<file path="src/design/assert_macros.svh">
// Assertion macros for the RTL files that check their own behavior.
`ifndef ASSERT_MACROS_SVH
`define ASSERT_MACROS_SVH

// Implication checked on every rising clock edge, off while reset is asserted.
`define ASSERT_IMPL(label, ante, cons, msg) \
    label: assert property (@(posedge clk) disable iff (!rst_n) (ante) |-> (cons)) \
        else $error(msg);

// Implication whose consequence is checked at the next rising clock edge.
`define ASSERT_NEXT(label, ante, cons, msg) \
    label: assert property (@(posedge clk) disable iff (!rst_n) (ante) |=> (cons)) \
        else $error(msg);

`endif

</file>
<file path="src/design/hslrgb_pkg.sv">
// Package with types and constants of the HSL/HSV to RGB converter.
`default_nettype none

package hslrgb_pkg;

    localparam int FRAC_BITS   = 12;
    localparam int CH_W        = FRAC_BITS + 1;   // 0..1.0 inclusive
    localparam int HUE_W       = 16;
    localparam int SL_W        = 14;              // signed saturation / level input
    localparam int NUM_STAGES  = 6;

    localparam int IN_TDATA_W  = 64;
    localparam int OUT_TDATA_W = 56;

    localparam logic [CH_W-1:0] ONE_Q = CH_W'(1 << FRAC_BITS);
    localparam logic [CH_W-1:0] HALF_Q = CH_W'(1 << (FRAC_BITS - 1));

    // Hue is offset by six full circles so the wrapped value stays unsigned.
    localparam logic [16:0] HUE_BIAS = 17'd1792;  // added to hue + 32768
    localparam logic [9:0]  SECTOR_W = 10'd960;   // 60 degrees in 1/16 degree

    // Reciprocals for division by constants (checked over the value ranges used).
    localparam logic [12:0] RECIP15_HUE = 13'd4370;   // (w * 4370) >> 16 = w / 15
    localparam logic [5:0]  RECIP6      = 6'd43;      // (q * 43) >> 8 = q / 6
    localparam logic [16:0] RECIP15_X   = 17'd69906;  // (p * 69906) >> 20 = p / 15

    typedef enum logic {
        MODE_HSL = 1'b0,
        MODE_HSV = 1'b1
    } color_mode_t;

    typedef enum logic [2:0] {
        SEC_RED_YEL  = 3'd0,
        SEC_YEL_GRN  = 3'd1,
        SEC_GRN_CYN  = 3'd2,
        SEC_CYN_BLU  = 3'd3,
        SEC_BLU_MAG  = 3'd4,
        SEC_MAG_RED  = 3'd5
    } sector_t;

    function automatic logic [CH_W-1:0] clamp_unit(input logic signed [SL_W-1:0] v);
        logic [CH_W-1:0] r;
        if (v[SL_W-1])
            r = '0;
        else if (v > $signed({1'b0, ONE_Q}))
            r = ONE_Q;
        else
            r = v[CH_W-1:0];
        return r;
    endfunction

endpackage

`default_nettype wire

</file>
<file path="src/design/hslrgb_datapath.sv">
// Six-stage arithmetic datapath of the HSL/HSV to RGB converter.
`default_nettype none

module hslrgb_datapath
    import hslrgb_pkg::*;
(
    input  wire logic                  clk,
    input  wire logic [NUM_STAGES-1:0] adv,        // load enable per stage
    input  wire color_mode_t           color_mode,
    input  wire logic [HUE_W-1:0]      hue,
    input  wire logic [SL_W-1:0]       saturation,
    input  wire logic [SL_W-1:0]       level,
    input  wire logic [CH_W-1:0]       alpha,
    output logic [CH_W-1:0]            red,
    output logic [CH_W-1:0]            green,
    output logic [CH_W-1:0]            blue,
    output logic [CH_W-1:0]            alpha_out
);

    // stage 1: clamp, bias hue
    logic [CH_W-1:0]  s1_sat_reg, s1_lvl_reg, s1_alpha_reg;
    logic [16:0]      s1_hue_reg;
    color_mode_t      s1_mode_reg;
    logic [16:0]      s1_hue_next;

    // stage 2: chroma product, coarse hue quotient
    logic [CH_W-1:0]  s2_c_reg, s2_lvl_reg, s2_alpha_reg;
    logic [16:0]      s2_hue_reg;
    logic [6:0]       s2_q_reg;
    color_mode_t      s2_mode_reg;
    logic [13:0]      s2_two_l;
    logic [CH_W-1:0]  s2_one_m_d;
    logic [CH_W-1:0]  s2_mul_a;
    logic [25:0]      s2_cprod;
    logic [23:0]      s2_qprod;

    // stage 3: position in sector, sector index, offset m
    logic [CH_W-1:0]  s3_c_reg, s3_m_reg, s3_alpha_reg;
    logic [9:0]       s3_f_reg;
    logic [2:0]       s3_sec_reg;
    logic [16:0]      s3_f_full;
    logic [11:0]      s3_q43;
    logic [3:0]       s3_q6;
    logic [6:0]       s3_sec_full;
    logic [CH_W-1:0]  s3_m_next;

    // stage 4: c * t / 64
    logic [CH_W-1:0]  s4_c_reg, s4_m_reg, s4_alpha_reg;
    logic [15:0]      s4_p_reg;
    logic [2:0]       s4_sec_reg;
    logic [9:0]       s4_t;
    logic [22:0]      s4_prod;

    // stage 5: secondary term x
    logic [CH_W-1:0]  s5_c_reg, s5_m_reg, s5_alpha_reg, s5_x_reg;
    logic [2:0]       s5_sec_reg;
    logic [32:0]      s5_xprod;

    // stage 6: output register
    logic [CH_W-1:0]  r_reg, g_reg, b_reg, a_reg;
    logic [CH_W-1:0]  r_next, g_next, b_next;
    logic [CH_W-1:0]  r1, g1, b1;

    assign s1_hue_next = {1'b0, ~hue[HUE_W-1], hue[HUE_W-2:0]} + HUE_BIAS;

    always_ff @(posedge clk)
    begin
        if (adv[0])
        begin
            s1_sat_reg   <= clamp_unit(saturation);
            s1_lvl_reg   <= clamp_unit(level);
            s1_hue_reg   <= s1_hue_next;
            s1_alpha_reg <= alpha;
            s1_mode_reg  <= color_mode;
        end
    end

    always_comb
    begin
        s2_two_l = {s1_lvl_reg, 1'b0};
        // 1 - |2l - 1|
        if (s1_lvl_reg < HALF_Q)
            s2_one_m_d = s2_two_l[CH_W-1:0];
        else
            s2_one_m_d = CH_W'(14'd8192 - s2_two_l);
        s2_mul_a = (s1_mode_reg == MODE_HSV) ? s1_lvl_reg : s2_one_m_d;
        s2_cprod = s2_mul_a * s1_sat_reg;
        s2_qprod = s1_hue_reg[16:6] * RECIP15_HUE;
    end

    always_ff @(posedge clk)
    begin
        if (adv[1])
        begin
            s2_c_reg     <= s2_cprod[24:12];
            s2_q_reg     <= s2_qprod[22:16];
            s2_hue_reg   <= s1_hue_reg;
            s2_lvl_reg   <= s1_lvl_reg;
            s2_alpha_reg <= s1_alpha_reg;
            s2_mode_reg  <= s1_mode_reg;
        end
    end

    always_comb
    begin
        s3_f_full   = s2_hue_reg - ({s2_q_reg, 10'd0} - {4'd0, s2_q_reg, 6'd0});
        s3_q43      = s2_q_reg * RECIP6;
        s3_q6       = s3_q43[11:8];
        s3_sec_full = s2_q_reg - 7'({s3_q6, 2'b00} + {s3_q6, 1'b0});
        if (s2_mode_reg == MODE_HSV)
            s3_m_next = s2_lvl_reg - s2_c_reg;
        else
            s3_m_next = s2_lvl_reg - {1'b0, s2_c_reg[CH_W-1:1]};
    end

    always_ff @(posedge clk)
    begin
        if (adv[2])
        begin
            s3_f_reg     <= s3_f_full[9:0];
            s3_sec_reg   <= s3_sec_full[2:0];
            s3_c_reg     <= s2_c_reg;
            s3_m_reg     <= s3_m_next;
            s3_alpha_reg <= s2_alpha_reg;
        end
    end

    always_comb
    begin
        // falling edge of x in odd sectors
        s4_t    = s3_sec_reg[0] ? (SECTOR_W - s3_f_reg) : s3_f_reg;
        s4_prod = s3_c_reg * s4_t;
    end

    always_ff @(posedge clk)
    begin
        if (adv[3])
        begin
            s4_p_reg     <= s4_prod[21:6];
            s4_sec_reg   <= s3_sec_reg;
            s4_c_reg     <= s3_c_reg;
            s4_m_reg     <= s3_m_reg;
            s4_alpha_reg <= s3_alpha_reg;
        end
    end

    assign s5_xprod = s4_p_reg * RECIP15_X;

    always_ff @(posedge clk)
    begin
        if (adv[4])
        begin
            s5_x_reg     <= s5_xprod[32:20];
            s5_sec_reg   <= s4_sec_reg;
            s5_c_reg     <= s4_c_reg;
            s5_m_reg     <= s4_m_reg;
            s5_alpha_reg <= s4_alpha_reg;
        end
    end

    always_comb
    begin
        r1 = '0;
        g1 = '0;
        b1 = '0;
        case (sector_t'(s5_sec_reg))
            SEC_RED_YEL:
            begin
                r1 = s5_c_reg;
                g1 = s5_x_reg;
            end
            SEC_YEL_GRN:
            begin
                r1 = s5_x_reg;
                g1 = s5_c_reg;
            end
            SEC_GRN_CYN:
            begin
                g1 = s5_c_reg;
                b1 = s5_x_reg;
            end
            SEC_CYN_BLU:
            begin
                g1 = s5_x_reg;
                b1 = s5_c_reg;
            end
            SEC_BLU_MAG:
            begin
                r1 = s5_x_reg;
                b1 = s5_c_reg;
            end
            default:
            begin
                r1 = s5_c_reg;
                b1 = s5_x_reg;
            end
        endcase
        r_next = r1 + s5_m_reg;
        g_next = g1 + s5_m_reg;
        b_next = b1 + s5_m_reg;
    end

    always_ff @(posedge clk)
    begin
        if (adv[5])
        begin
            r_reg <= r_next;
            g_reg <= g_next;
            b_reg <= b_next;
            a_reg <= s5_alpha_reg;
        end
    end

    assign red       = r_reg;
    assign green     = g_reg;
    assign blue      = b_reg;
    assign alpha_out = a_reg;

endmodule

`default_nettype wire

</file>
<file path="src/design/hsl_hsv_to_rgb_top.sv">
// Top level of the HSL/HSV to RGB converter: stream handshake, mode register, datapath.
`default_nettype none

// Converts HSL or HSV pixels into Q12 red, green and blue, alpha copied
// through. An accepted pixel is loaded into stage 1 and moves through the
// stage registers in order to the output register, stage 6; each of the six
// pipeline stages moves on its own, so a stall at the output only backs up
// as far as the first empty stage and one pixel per cycle is sustained while
// the output side keeps tready high. Hue wraps modulo 360 degrees, saturation
// and level clamp to 0..1.0. cfg_data bit 0 selects HSL (0) or HSV (1); write
// it only while no pixel is in flight. The mode register resets to HSL.

`include "assert_macros.svh"

module hsl_hsv_to_rgb_top
    import hslrgb_pkg::*;
(
    input  wire logic                   clk,
    input  wire logic                   rst_n,
    input  wire logic                   cfg_valid,
    output logic                        cfg_ready,
    input  wire logic                   cfg_data,       // color_mode
    input  wire logic                   s_axis_tvalid,
    output logic                        s_axis_tready,
    // hue[15:0], saturation[29:16], level[43:30], alpha[56:44], zero[63:57]
    input  wire logic [IN_TDATA_W-1:0]  s_axis_tdata,
    output logic                        m_axis_tvalid,
    input  wire logic                   m_axis_tready,
    // red[12:0], green[25:13], blue[38:26], alpha_out[51:39], zero[55:52]
    output logic [OUT_TDATA_W-1:0]      m_axis_tdata
);

    color_mode_t           mode_reg;
    logic [NUM_STAGES-1:0] valid_reg, valid_next;
    logic [NUM_STAGES-1:0] adv;
    logic [CH_W-1:0]       red, green, blue, alpha_out;

    assign cfg_ready = 1'b1;

    always_ff @(posedge clk or negedge rst_n)
    begin
        if (!rst_n)
            mode_reg <= MODE_HSL;
        else if (cfg_valid && cfg_ready)
            mode_reg <= color_mode_t'(cfg_data);
    end

    // A stage loads when it is empty or its content moves on.
    always_comb
    begin
        adv[NUM_STAGES-1] = !valid_reg[NUM_STAGES-1] || m_axis_tready;
        for (int k = NUM_STAGES - 2; k >= 0; k--)
            adv[k] = !valid_reg[k] || adv[k+1];
    end

    always_comb
    begin
        valid_next = valid_reg;
        if (adv[0])
            valid_next[0] = s_axis_tvalid;
        for (int k = 1; k < NUM_STAGES; k++)
            if (adv[k])
                valid_next[k] = valid_reg[k-1];
    end

    always_ff @(posedge clk or negedge rst_n)
    begin
        if (!rst_n)
            valid_reg <= '0;
        else
            valid_reg <= valid_next;
    end

    hslrgb_datapath u_datapath (
        .clk        (clk),
        .adv        (adv),
        .color_mode (mode_reg),
        .hue        (s_axis_tdata[15:0]),
        .saturation (s_axis_tdata[29:16]),
        .level      (s_axis_tdata[43:30]),
        .alpha      (s_axis_tdata[56:44]),
        .red        (red),
        .green      (green),
        .blue       (blue),
        .alpha_out  (alpha_out)
    );

    assign s_axis_tready = adv[0];
    assign m_axis_tvalid = valid_reg[NUM_STAGES-1];
    assign m_axis_tdata  = {4'd0, alpha_out, blue, green, red};

    `ASSERT_IMPL(a_ready_through, m_axis_tready, s_axis_tready, "input stalled while output is taken")
    `ASSERT_IMPL(a_empty_out_ready, !m_axis_tvalid, s_axis_tready, "input stalled with empty output stage")
    `ASSERT_IMPL(a_chan_range, m_axis_tvalid, (red <= ONE_Q) && (green <= ONE_Q) && (blue <= ONE_Q), "channel above full scale")
    `ASSERT_NEXT(a_enter, s_axis_tvalid && s_axis_tready, valid_reg[0], "accepted transfer not captured")

endmodule

`default_nettype wire
</file>
<file path="config.mk">
export PLATFORM = sky130hd
export DESIGN_NAME = hsl_hsv_to_rgb_top
export DESIGN_NICKNAME = d
export VERILOG_FILES = /design/src/design/hslrgb_pkg.sv /design/src/design/hslrgb_datapath.sv /design/src/design/hsl_hsv_to_rgb_top.sv
export VERILOG_INCLUDE_DIRS = /design/src /design/src/design
export SDC_FILE = /design/constraint.sdc
export NUM_CORES = 1
export LEC_CHECK = 0
export CAP_MARGIN = 20
export CORE_AREA = 2 2 226 228
export DETAILED_ROUTE_END_ITERATION = 6
export DIE_AREA = 0 0 228 230
export DONT_BUFFER_PORTS = 1
export GPL_TIMING_DRIVEN = 1
export PLACE_DENSITY = 0.7
export SYNTH_ARGS = -nofsm -noshare
export SYNTH_HDL_FRONTEND = slang
export SYNTH_SLANG_ARGS = --single-unit
</file>
<file path="constraint.sdc">
create_clock -name clk -period 11.8 [get_ports clk]
set_clock_uncertainty 0.15 [all_clocks]
set_input_delay 1.18 -clock clk [delete_from_list [all_inputs] [get_ports clk]]
set_output_delay 1.18 -clock clk [all_outputs]
set_load 0.005 [all_outputs]
</file>
==> flow_summary_export.csv, run 1 <==
group,metric,value,unit
timing,max_freq,131,MHz
cts,cts_resized,0,
critical_path,cp-end-kind,"flop",
flow_run,max_cap_viol_count,0,
drt,avgViaCountPerCell,5.38,
placed_design,placed_cell_area,27900,µm²
cells_and_area,nNetsFinal,3057,
logic_synthesis,ys_types,72,
cts,cts_made_buffers,37,
floorplanning,row_count,82,
cts,cts_max_level,2,
logic_synthesis,syn_inst,2427,
drt,ant_nets,0,
placed_design,gp_routability_congestion,0.871,
cells_and_area,stdcell_count,3112,
cts,clock_sinks,338,
grt,grt_antenna_before_repair,0,
drt,drt_iter0_drc,984,
grt,met3_usage,2.58,%
grt,grt_pass1_vias,17600,
logic_synthesis,yosysTopAreaCell,"edfxtp_1",
logic_synthesis,yosys_warnings,0,
critical_path,required,11.95,ns
timing,relSlewSlack,26.4,%
cells_and_area,fillers,4089,
floorplanning,start_util,54.6,%
floorplanning,fp.dieH,230,µm
logic_synthesis,syn_area_per_cell,11.2,µm²
cells_and_area,layout-area-overhead-vs-synth,7.20,%
cts,postCtsHoldBufs,0,
floorplanning,core,49900,µm²
drt,drc,0,
cts,clkLatencyLatePin,0.56,ns
drt,via_count,16700,
floorplanning,die-width,228,µm
timing,setup_viol,0,
hold_path,hp-class,"in -> async",
cells_and_area,drive_above_1_share,4.59,%
timing,period_share,64.6,%
grt,met1_usage,25.6,%
floorplanning,die_area,52400,µm²
cells_and_area,final_area,29200,µm²
placed_design,dp_hpwl,40200,µm
logic_synthesis,synth_top_flop_cell,"edfxtp_1",
timing,worst_pin_slew,1.10,ns
timing,min_period,7.62,ns
drt,wire_per_inst,16.4,µm
logic_synthesis,synth-async-reset-ratio,2.07,%
cells_and_area,largest_reg_flops,17,
timing,drv_slew,0,
timing,grt_setup_unrepaired,"false",
grt,met2_usage,35.6,%
drt,routed_wirelength,50900,µm
grt,busiest_layer,"met2",
logic_synthesis,seq_area_frac_synth,37.1,%
grt,grt_use_total,20.0,%
cts,post-cts-setup-buffers,0,
logic_synthesis,syn-cell-area,27200,µm²
logic_synthesis,synthDominantCellAreaShare,36.5,%
grt,grt.overflow.total,0,
cts,cts_root_buf,"clkbuf_16",
timing,hold_viol,0,
critical_path,crit_fanout,16,
grt,grt_pass1_wl,85700,µm
logic_synthesis,synth-edff-count,331,
placed_design,io_buffers,0,
cells_and_area,diodes,0,
timing,tns,0,ns
logic_synthesis,ys_ff_latch,338,
cts,cts_tree,"done",
cts,cts_buffer_depth,3,
cts,path_clk_slew,0.06,ns
critical_path,startpoint_type,"flop",
logic_synthesis,synth_area_leaders,"edfxtp_1, fa_1, ha_1, inv_1, xnor2_1",
floorplanning,pin_count,129,
outcome,status,"finished, final reports clean",
drt,drt_pass1_iterations,5,
grt,grt_max_degree,60,
critical_path,cp.arrival,7.77,ns
critical_path,worstSetupPathType,"reg -> reg",
placed_design,dp.cells,3043,
## worst paths after layout
path,to,slack [ns],cells after the start,start
max,u_datapath.s2_c_reg[12]$_DFFE_PP_,4.18,26,u_datapath.s1_lvl_reg[0]$_SDFFCE_PP0P_
min,valid_reg[4]$_DFFE_PN0P_,0.16,0,rst_n
max reg2reg,u_datapath.s2_c_reg[12]$_DFFE_PP_,4.18,26,u_datapath.s1_lvl_reg[0]$_SDFFCE_PP0P_
min reg2reg,u_datapath.s3_alpha_reg[11]$_DFFE_PP_,0.27,0,u_datapath.s2_alpha_reg[11]$_DFFE_PP_
max in group asynchronous,valid_reg[5]$_DFFE_PN0P_,11.26,0,rst_n
min in group clk,u_datapath.s3_alpha_reg[11]$_DFFE_PP_,0.27,0,u_datapath.s2_alpha_reg[11]$_DFFE_PP_
## synthesized netlist by cell type (3+ instances only)
library cell	instances
inv_1	405
ha_1	333
edfxtp_1	331
fa_1	242
nand2_1	216
and2_1	118
nor2_1	107
xnor2_1	95
a21oi_1	61
clkbuf_1	55
nor2b_1	53
o21ai_0	48
a22o_1	35
xor2_1	30
mux2i_1	25
nor3_1	24
a21o_1	22
a31oi_1	20
nand2b_1	20
nand3_1	19
buf_1	16
o21a_1	16
and3_1	12
mux2_2	12
nand4_1	9
o21bai_1	9
nor4_1	8
o41ai_1	8
a21boi_0	7
dfrtp_1	7
buf_4	5
o31a_1	5
o211ai_1	3
or2_2	3
or3_1	3
## placed cells by master, fill, tap and decap left out, types with 12 or more instances in the layout
master / netlist / layout
a22o_1: 35 / 35
fa_1: 242 / 242
mux2i_1: 25 / 25
xnor2_1: 95 / 95
a21oi_1: 61 / 61
nand2_1: 216 / 214
mux2_2: 12 / 12
a31oi_1: 20 / 20
ha_1: 333 / 333
xor2_1: 30 / 30
buf_4: 5 / 19
and3_1: 12 / 12
nand3_1: 19 / 17
nor2_1: 107 / 107
o21ai_0: 48 / 48
inv_1: 405 / 403
nor3_1: 24 / 24
a21o_1: 22 / 22
o21a_1: 16 / 16
clkbuf_16: 0 / 37
nand2b_1: 20 / 20
and2_1: 118 / 118
nor2b_1: 53 / 53
edfxtp_1: 331 / 331
## layout make-up
cell class	instances	area, µm²	share of cell area, %
inverters	406	1520	5.22
repair buffers	20	163	0.557
flip-flops and latches	338	10100	34.6
clock inverters	26	299	1.02
well taps	672	841	2.88
clock buffers	41	941	3.22
multi-input cells	1609	15300	52.5
## critical path, stage by stage, from the launching register on
cell	delay, ns
edfxtp_1	0.65
or3_1	0.44
nor3_1	0.20
nor3b_2	0.31
nor2_1	0.08
xor2_1	0.16
mux2_2	0.39
and2_1	0.21
fa_1	0.51
inv_1	0.06
fa_1	0.53
inv_1	0.05
fa_1	0.49
fa_1	0.49
inv_1	0.05
fa_1	0.52
inv_1	0.04
ha_1	0.30
a21o_1	0.20
a211o_1	0.29
a2bb2oi_1	0.19
a21o_1	0.23
o211ai_2	0.21
a31oi_1	0.16
a21o_1	0.24
a21oi_2	0.14
xnor2_1	0.07
## cells by family (layout without fill, tap and decap cells)
logic type / after synthesis / in the layout / synth area share, %
muxes: 38 / 38 / 1.47
and+or+nand+nor: 603 / 603 / 10.9
xor gates and xnor gates: 125 / 125 / 4.02
adders and majority gates: 575 / 575 / 33.1
AOI/OAI and AO/OA: 263 / 263 / 6.67
other: 2 / 5 / 0.0276
DFF: 338 / 338 / 37.1
buffers and inverters: 483 / 493 / 6.75
## stage by stage
| stage | util (%) | setup slack (ns) | hold WS, ns |
|---|---|---|---|
| 2_1_floorplan | - | 5.04 | 0.250 |
| 3_3_place_gp | 56.0 | 4.25 | 0.251 |
| 3_5_place_dp | 56.0 | 4.23 | 0.255 |
| 4_1_cts | 58.5 | 4.21 | 0.126 |
| 5_1_grt | 58.6 | 3.78 | 0.136 |
| 6_report | 58.6 | 4.18 | 0.163 |
## metal layers
metal	vias to the layer above	wire, µm
met2	380	25600
met5	-	0
li1	8014	-
met4	0	1190
met1	8254	22000
met3	86	2160
Power of run 1 is not shown: default switching activity piles up to over one toggle a cycle in this logic, so the estimate is an artifact.
==> inputs of run 2 (changes only) <==
==> constraint.sdc (replaced) <==
create_clock -name clk -period 8 [get_ports clk]
set_clock_uncertainty 0.15 [all_clocks]
set_input_delay 0.8 -clock clk [delete_from_list [all_inputs] [get_ports clk]]
set_output_delay 0.8 -clock clk [all_outputs]
set_load 0.005 [all_outputs]
==> run 2 against run 1 <==
Final cell count up 0.26%. Fmax rose by 4.2%. Worst hold slack better by 0.018 ns. Critical path type unchanged. Clock-buffer cell count is 3 higher. Register-to-register slack got worse by 3.5 ns. Critical endpoint unchanged. Final area grew 0.12%. Via count grew 0.59%. Global-route usage grew 0.47 points. Routed wire length is 2.8% higher. First-iteration DRC count decreased by 2.8%.
==> flow_summary_export.csv, run 2 (same netlist as run 1, synthesis figures left out) <==
group,metric,value,unit
cts,clkLatencyLatePin,0.56,ns
cells_and_area,final_cell_mix,"inv_1, ha_1, edfxtp_1, fa_1, nand2_1",
cts,postCtsHoldBufs,1,
drt,drt_pass1_iterations,5,
timing,min_period,7.32,ns
critical_path,crit_fanout,7,
timing,period_share,91.5,%
placed_design,gp_routability_congestion,0.898,
critical_path,worstSetupPathType,"reg -> reg",
timing,setup_viol,0,
drt,wire_per_inst,16.8,µm
cts,cts_buffer_depth,3,
critical_path,startpoint_type,"flop",
critical_path,cp.arrival,7.47,ns
drt,avgViaCountPerCell,5.40,
cells_and_area,fillers,4019,
cts,cts_max_level,2,
floorplanning,die-width,228,µm
timing,finalWorstSetupSlack,0.681,ns
critical_path,startpoint,"u_datapath.s1_lvl_reg[2]$_SDFFCE_PP0P_",
cells_and_area,nNetsFinal,3065,
floorplanning,fp.dieH,230,µm
timing,hold_viol,0,
placed_design,io_buffers,0,
placed_design,post-place-ws,0.656,ns
flow_run,max_cap_viol_count,0,
placed_design,dp.cells,3051,
critical_path,r2r_start,"u_datapath.s1_lvl_reg[2]$_SDFFCE_PP0P_",
cells_and_area,drive_above_1_share,4.98,%
floorplanning,die_area,52400,µm²
grt,grt_use_total,20.5,%
hold_path,worstHoldStart,"s_axis_tdata[53]",
grt,grt_pass1_vias,17700,
grt,grt_max_degree,61,
placed_design,dp_hpwl,40500,µm
grt,grt.overflow.total,0,
cells_and_area,largest_reg_flops,17,
timing,drv_slew,0,
timing,max_freq,137,MHz
grt,grt_pass1_wl,87000,µm
cts,cts_made_buffers,37,
floorplanning,row_count,82,
timing,tns,0,ns
floorplanning,core,49900,µm²
cts,cts_tree,"done",
cts,cts_root_buf,"clkbuf_16",
floorplanning,pin_count,129,
cts,post-cts-setup-buffers,0,
critical_path,required,8.15,ns
drt,ant_nets,0,
cells_and_area,diodes,0,
timing,grt_setup_unrepaired,"false",
grt,grt_antenna_before_repair,0,
floorplanning,start_util,54.6,%
cells_and_area,stdcell_count,3120,
cells_and_area,final_util,58.6,%
drt,routed_wirelength,52400,µm
cells_and_area,mostFrequentLayoutCell,"inv_1",
drt,drt_iter0_drc,956,
drt,drc,0,
hold_path,hp-class,"in -> reg",
cts,cts_resized,0,
cts,clock_sinks,338,
cts,path_clk_slew,0.06,ns
timing,worst_pin_slew,1.10,ns
cells_and_area,layout-area-overhead-vs-synth,7.33,%
drt,via_count,16800,
critical_path,cp-end-kind,"flop",
timing,relSlewSlack,26.5,%
outcome,status,"finished, final reports clean",
## run 2: final timing paths
path	endpoint	cells past startpoint	slack (ns)
max	u_datapath.s2_c_reg[12]$_DFFE_PP_	26	0.68
min	u_datapath.s1_alpha_reg[9]$_DFFE_PP_	0	0.18
max reg2reg	u_datapath.s2_c_reg[12]$_DFFE_PP_	26	0.68
min reg2reg	u_datapath.s4_alpha_reg[8]$_DFFE_PP_	0	0.26
max in group asynchronous	valid_reg[2]$_DFFE_PN0P_	1	7.02
min in group asynchronous	valid_reg[0]$_DFFE_PN0P_	1	0.42
## run 2: final cells by class
cell class	instances	area [µm²]	area share [%]
clock buffer	44	972	3.32
clock inverter	23	239	0.817
inverter	406	1520	5.21
multi-input combinational	1609	15300	52.4
sequential	338	10100	34.6
tap	672	841	2.88
timing repair buffer	28	225	0.770
## run 2: per-layer routing
metal | wire (µm) | vias up | track usage (%)
li1 | - | 8031 | -
met2 | 25900 | 474 | 36.0
met5 | 0 | - | 0
met1 | 22500 | 8236 | 26.2
met3 | 2770 | 92 | 3.04
met4 | 1260 | 0 | 6.54
## run 2: critical path, stage by stage (launching register included)
cell and delay (ns):
edfxtp_1 0.45, or3_1 0.42, nor3_1 0.18, nor3b_2 0.30
nor2_1 0.09, xor2_1 0.16, mux2_2 0.34, and2_1 0.20
fa_1 0.51, inv_1 0.06, fa_1 0.52, inv_1 0.05
fa_1 0.48, fa_1 0.50, inv_1 0.06, fa_1 0.53
inv_1 0.04, ha_1 0.30, a21o_1 0.20, a211o_1 0.28
a2bb2oi_1 0.18, a21o_1 0.22, o211ai_2 0.21, a31oi_1 0.15
a21o_1 0.24, a21oi_2 0.15, xnor2_1 0.07
## run 2: stage by stage
step / hold slack, ns / instance area [µm²]
floorplan: 0.250 / 27300
global placement: 0.252 / 28000
detailed placement: 0.255 / 28000
CTS: 0.149 / 29200
global route: 0.151 / 29200
finish: 0.181 / 29200
Power of run 2 is left out for the same reason.
==> inputs of run 3 (changes only) <==
==> constraint.sdc (replaced) <==
create_clock -name clk -period 8 [get_ports clk]
set_clock_uncertainty 0.15 [all_clocks]
set_input_delay 0.8 -clock clk [delete_from_list [all_inputs] [get_ports clk]]
set_output_delay 0.8 -clock clk [all_outputs]
set_load 0.05 [all_outputs]
==> run 3 against run 2 <==
Final area about the same. Via count decreased by 1.1%. First-iteration DRC count decreased by 8.8%. Worst hold slack improved by 0.0095 ns. Global-route usage increased by 0.16 points. Final cell count unchanged. Sequential share of layout area about the same. Die area unchanged. Largest cell class unchanged.
==> flow_summary_export.csv, run 3 (same netlist as run 1, synthesis figures left out) <==
group,metric,value,unit
critical_path,reg2reg_slack,0.63,ns
critical_path,worstSetupPathType,"reg -> reg",
critical_path,cp_common_cell,"fa_1",
flow_run,max_cap_viol_count,0,
timing,min_period,7.37,ns
critical_path,required,8.16,ns
floorplanning,start_util,54.6,%
drt,via_count,16700,
cts,cts_tree,"done",
floorplanning,die-width,228,µm
grt,grt_use_total,20.7,%
timing,setup_viol,0,
placed_design,dp_hpwl,40500,µm
timing,period_share,92.1,%
cts,cts_made_buffers,38,
drt,routed_wirelength,52000,µm
cells_and_area,final_cell_mix,"inv_1, ha_1, edfxtp_1, fa_1, nand2_1",
drt,drt_iter0_drc,872,
critical_path,cp-end-kind,"flop",
cts,clkLatencyLatePin,0.56,ns
cells_and_area,final_util,58.7,%
floorplanning,core,49900,µm²
drt,avgViaCountPerCell,5.34,
placed_design,post-place-ws,0.638,ns
placed_design,gp_routability_congestion,0.889,
timing,finalWorstSetupSlack,0.633,ns
timing,hold_viol,0,
drt,drc,0,
drt,wire_per_inst,16.7,µm
grt,grt.overflow.total,0,
grt,grt_pass1_vias,17700,
timing,drv_slew,0,
outcome,status,"finished, final reports clean",
cts,cts_buffer_depth,3,
drt,drt_pass1_iterations,6,
cts,cts_root_buf,"clkbuf_16",
timing,relSlewSlack,27.2,%
timing,tns,0,ns
cells_and_area,nNetsFinal,3066,
floorplanning,pin_count,129,
cells_and_area,fillers,4113,
floorplanning,die_area,52400,µm²
critical_path,crit_fanout,7,
grt,grt_pass1_wl,87700,µm
critical_path,startpoint_type,"flop",
timing,worst_pin_slew,1.09,ns
cts,clock_sinks,338,
critical_path,cpPeakStageDelay,0.53,ns
floorplanning,row_count,82,
critical_path,cp.arrival,7.52,ns
grt,grt_antenna_before_repair,0,
drt,ant_nets,0,
cts,path_clk_slew,0.06,ns
cells_and_area,drive_above_1_share,5.02,%
placed_design,io_buffers,0,
hold_path,hp-class,"in -> reg",
cts,cts_max_level,2,
timing,max_freq,136,MHz
timing,grt_setup_unrepaired,"false",
cells_and_area,diodes,0,
cells_and_area,layout-area-overhead-vs-synth,7.38,%
cells_and_area,largest_reg_flops,17,
grt,grt_max_degree,61,
cells_and_area,mostFrequentLayoutCell,"inv_1",
floorplanning,fp.dieH,230,µm
critical_path,slowest_stage,"fa_1",
==> run 3: cell count changes in the layout (fill, tap and decap cells not counted), moves of 2 or more <==
cell,change
clkinv_4,-3
inv_6,+3
clkbuf_8,-2
clkinv_1,-2
clkbuf_16,+2
==> run 3: cell type report <==
| cell class | instances | area (µm²) | share of cell area [%] |
|---|---|---|---|
| Tap cell | 672 | 841 | 2.87 |
| Sequential cell | 338 | 10100 | 34.6 |
| Multi-Input combinational cell | 1609 | 15300 | 52.4 |
| Timing Repair Buffer | 28 | 225 | 0.770 |
| Clock inverter | 22 | 228 | 0.778 |
| Clock buffer | 45 | 998 | 3.41 |
| Inverter | 406 | 1520 | 5.21 |
==> run 3: final timing paths <==
kind,to,from,cells past startpoint
max,u_datapath.s2_c_reg[12]$_DFFE_PP_,u_datapath.s1_lvl_reg[2]$_SDFFCE_PP0P_,26
min,u_datapath.s1_alpha_reg[11]$_DFFE_PP_,s_axis_tdata[55],0
max reg2reg,u_datapath.s2_c_reg[12]$_DFFE_PP_,u_datapath.s1_lvl_reg[2]$_SDFFCE_PP0P_,26
min reg2reg,u_datapath.s5_m_reg[7]$_DFFE_PP_,u_datapath.s4_m_reg[7]$_DFFE_PP_,0
max in group asynchronous,valid_reg[4]$_DFFE_PN0P_,rst_n,1
min in group asynchronous,valid_reg[5]$_DFFE_PN0P_,rst_n,1
==> run 3: critical path: cells and delay by family, from the launching register on <==
kind	cells	cell delay (ns)
fa+ha+maj	6	2.84
compound gates	8	1.65
mux	1	0.35
xor+xnor	2	0.23
simple gates	5	1.22
flops	1	0.46
buf+inv	4	0.20
==> run 3: repair_timing <==
item | 4_1_cts | 5_1_grt
hold buffers | 1 | 0
resized for setup | 0 | 0
endpoints found under the hold margin | 7 | 0
buffers inserted | 0 | 0
==> run 3: per-stage QoR <==
| step | area [µm²] | std cells | hold slack [ns] |
|---|---|---|---|
| final | 29300 | 3120 | 0.191 |
| after global routing | 29300 | 3120 | 0.158 |
| after CTS | 29200 | 3119 | 0.155 |
| after detailed placement | 28000 | 3051 | 0.255 |
| after global placement | 28000 | 3051 | 0.252 |
| after floorplan | 27300 | 2430 | 0.250 |
==> run 3: per-layer routing <==
metal	wire length, µm	GRT usage (%)	part of all wire (%)
met3	2350	2.79	4.5
met5	0	0	0
met1	22600	26.6	43
met2	25600	36.0	49
met4	1520	7.03	2.9
Power of run 3 is left out for the same reason.
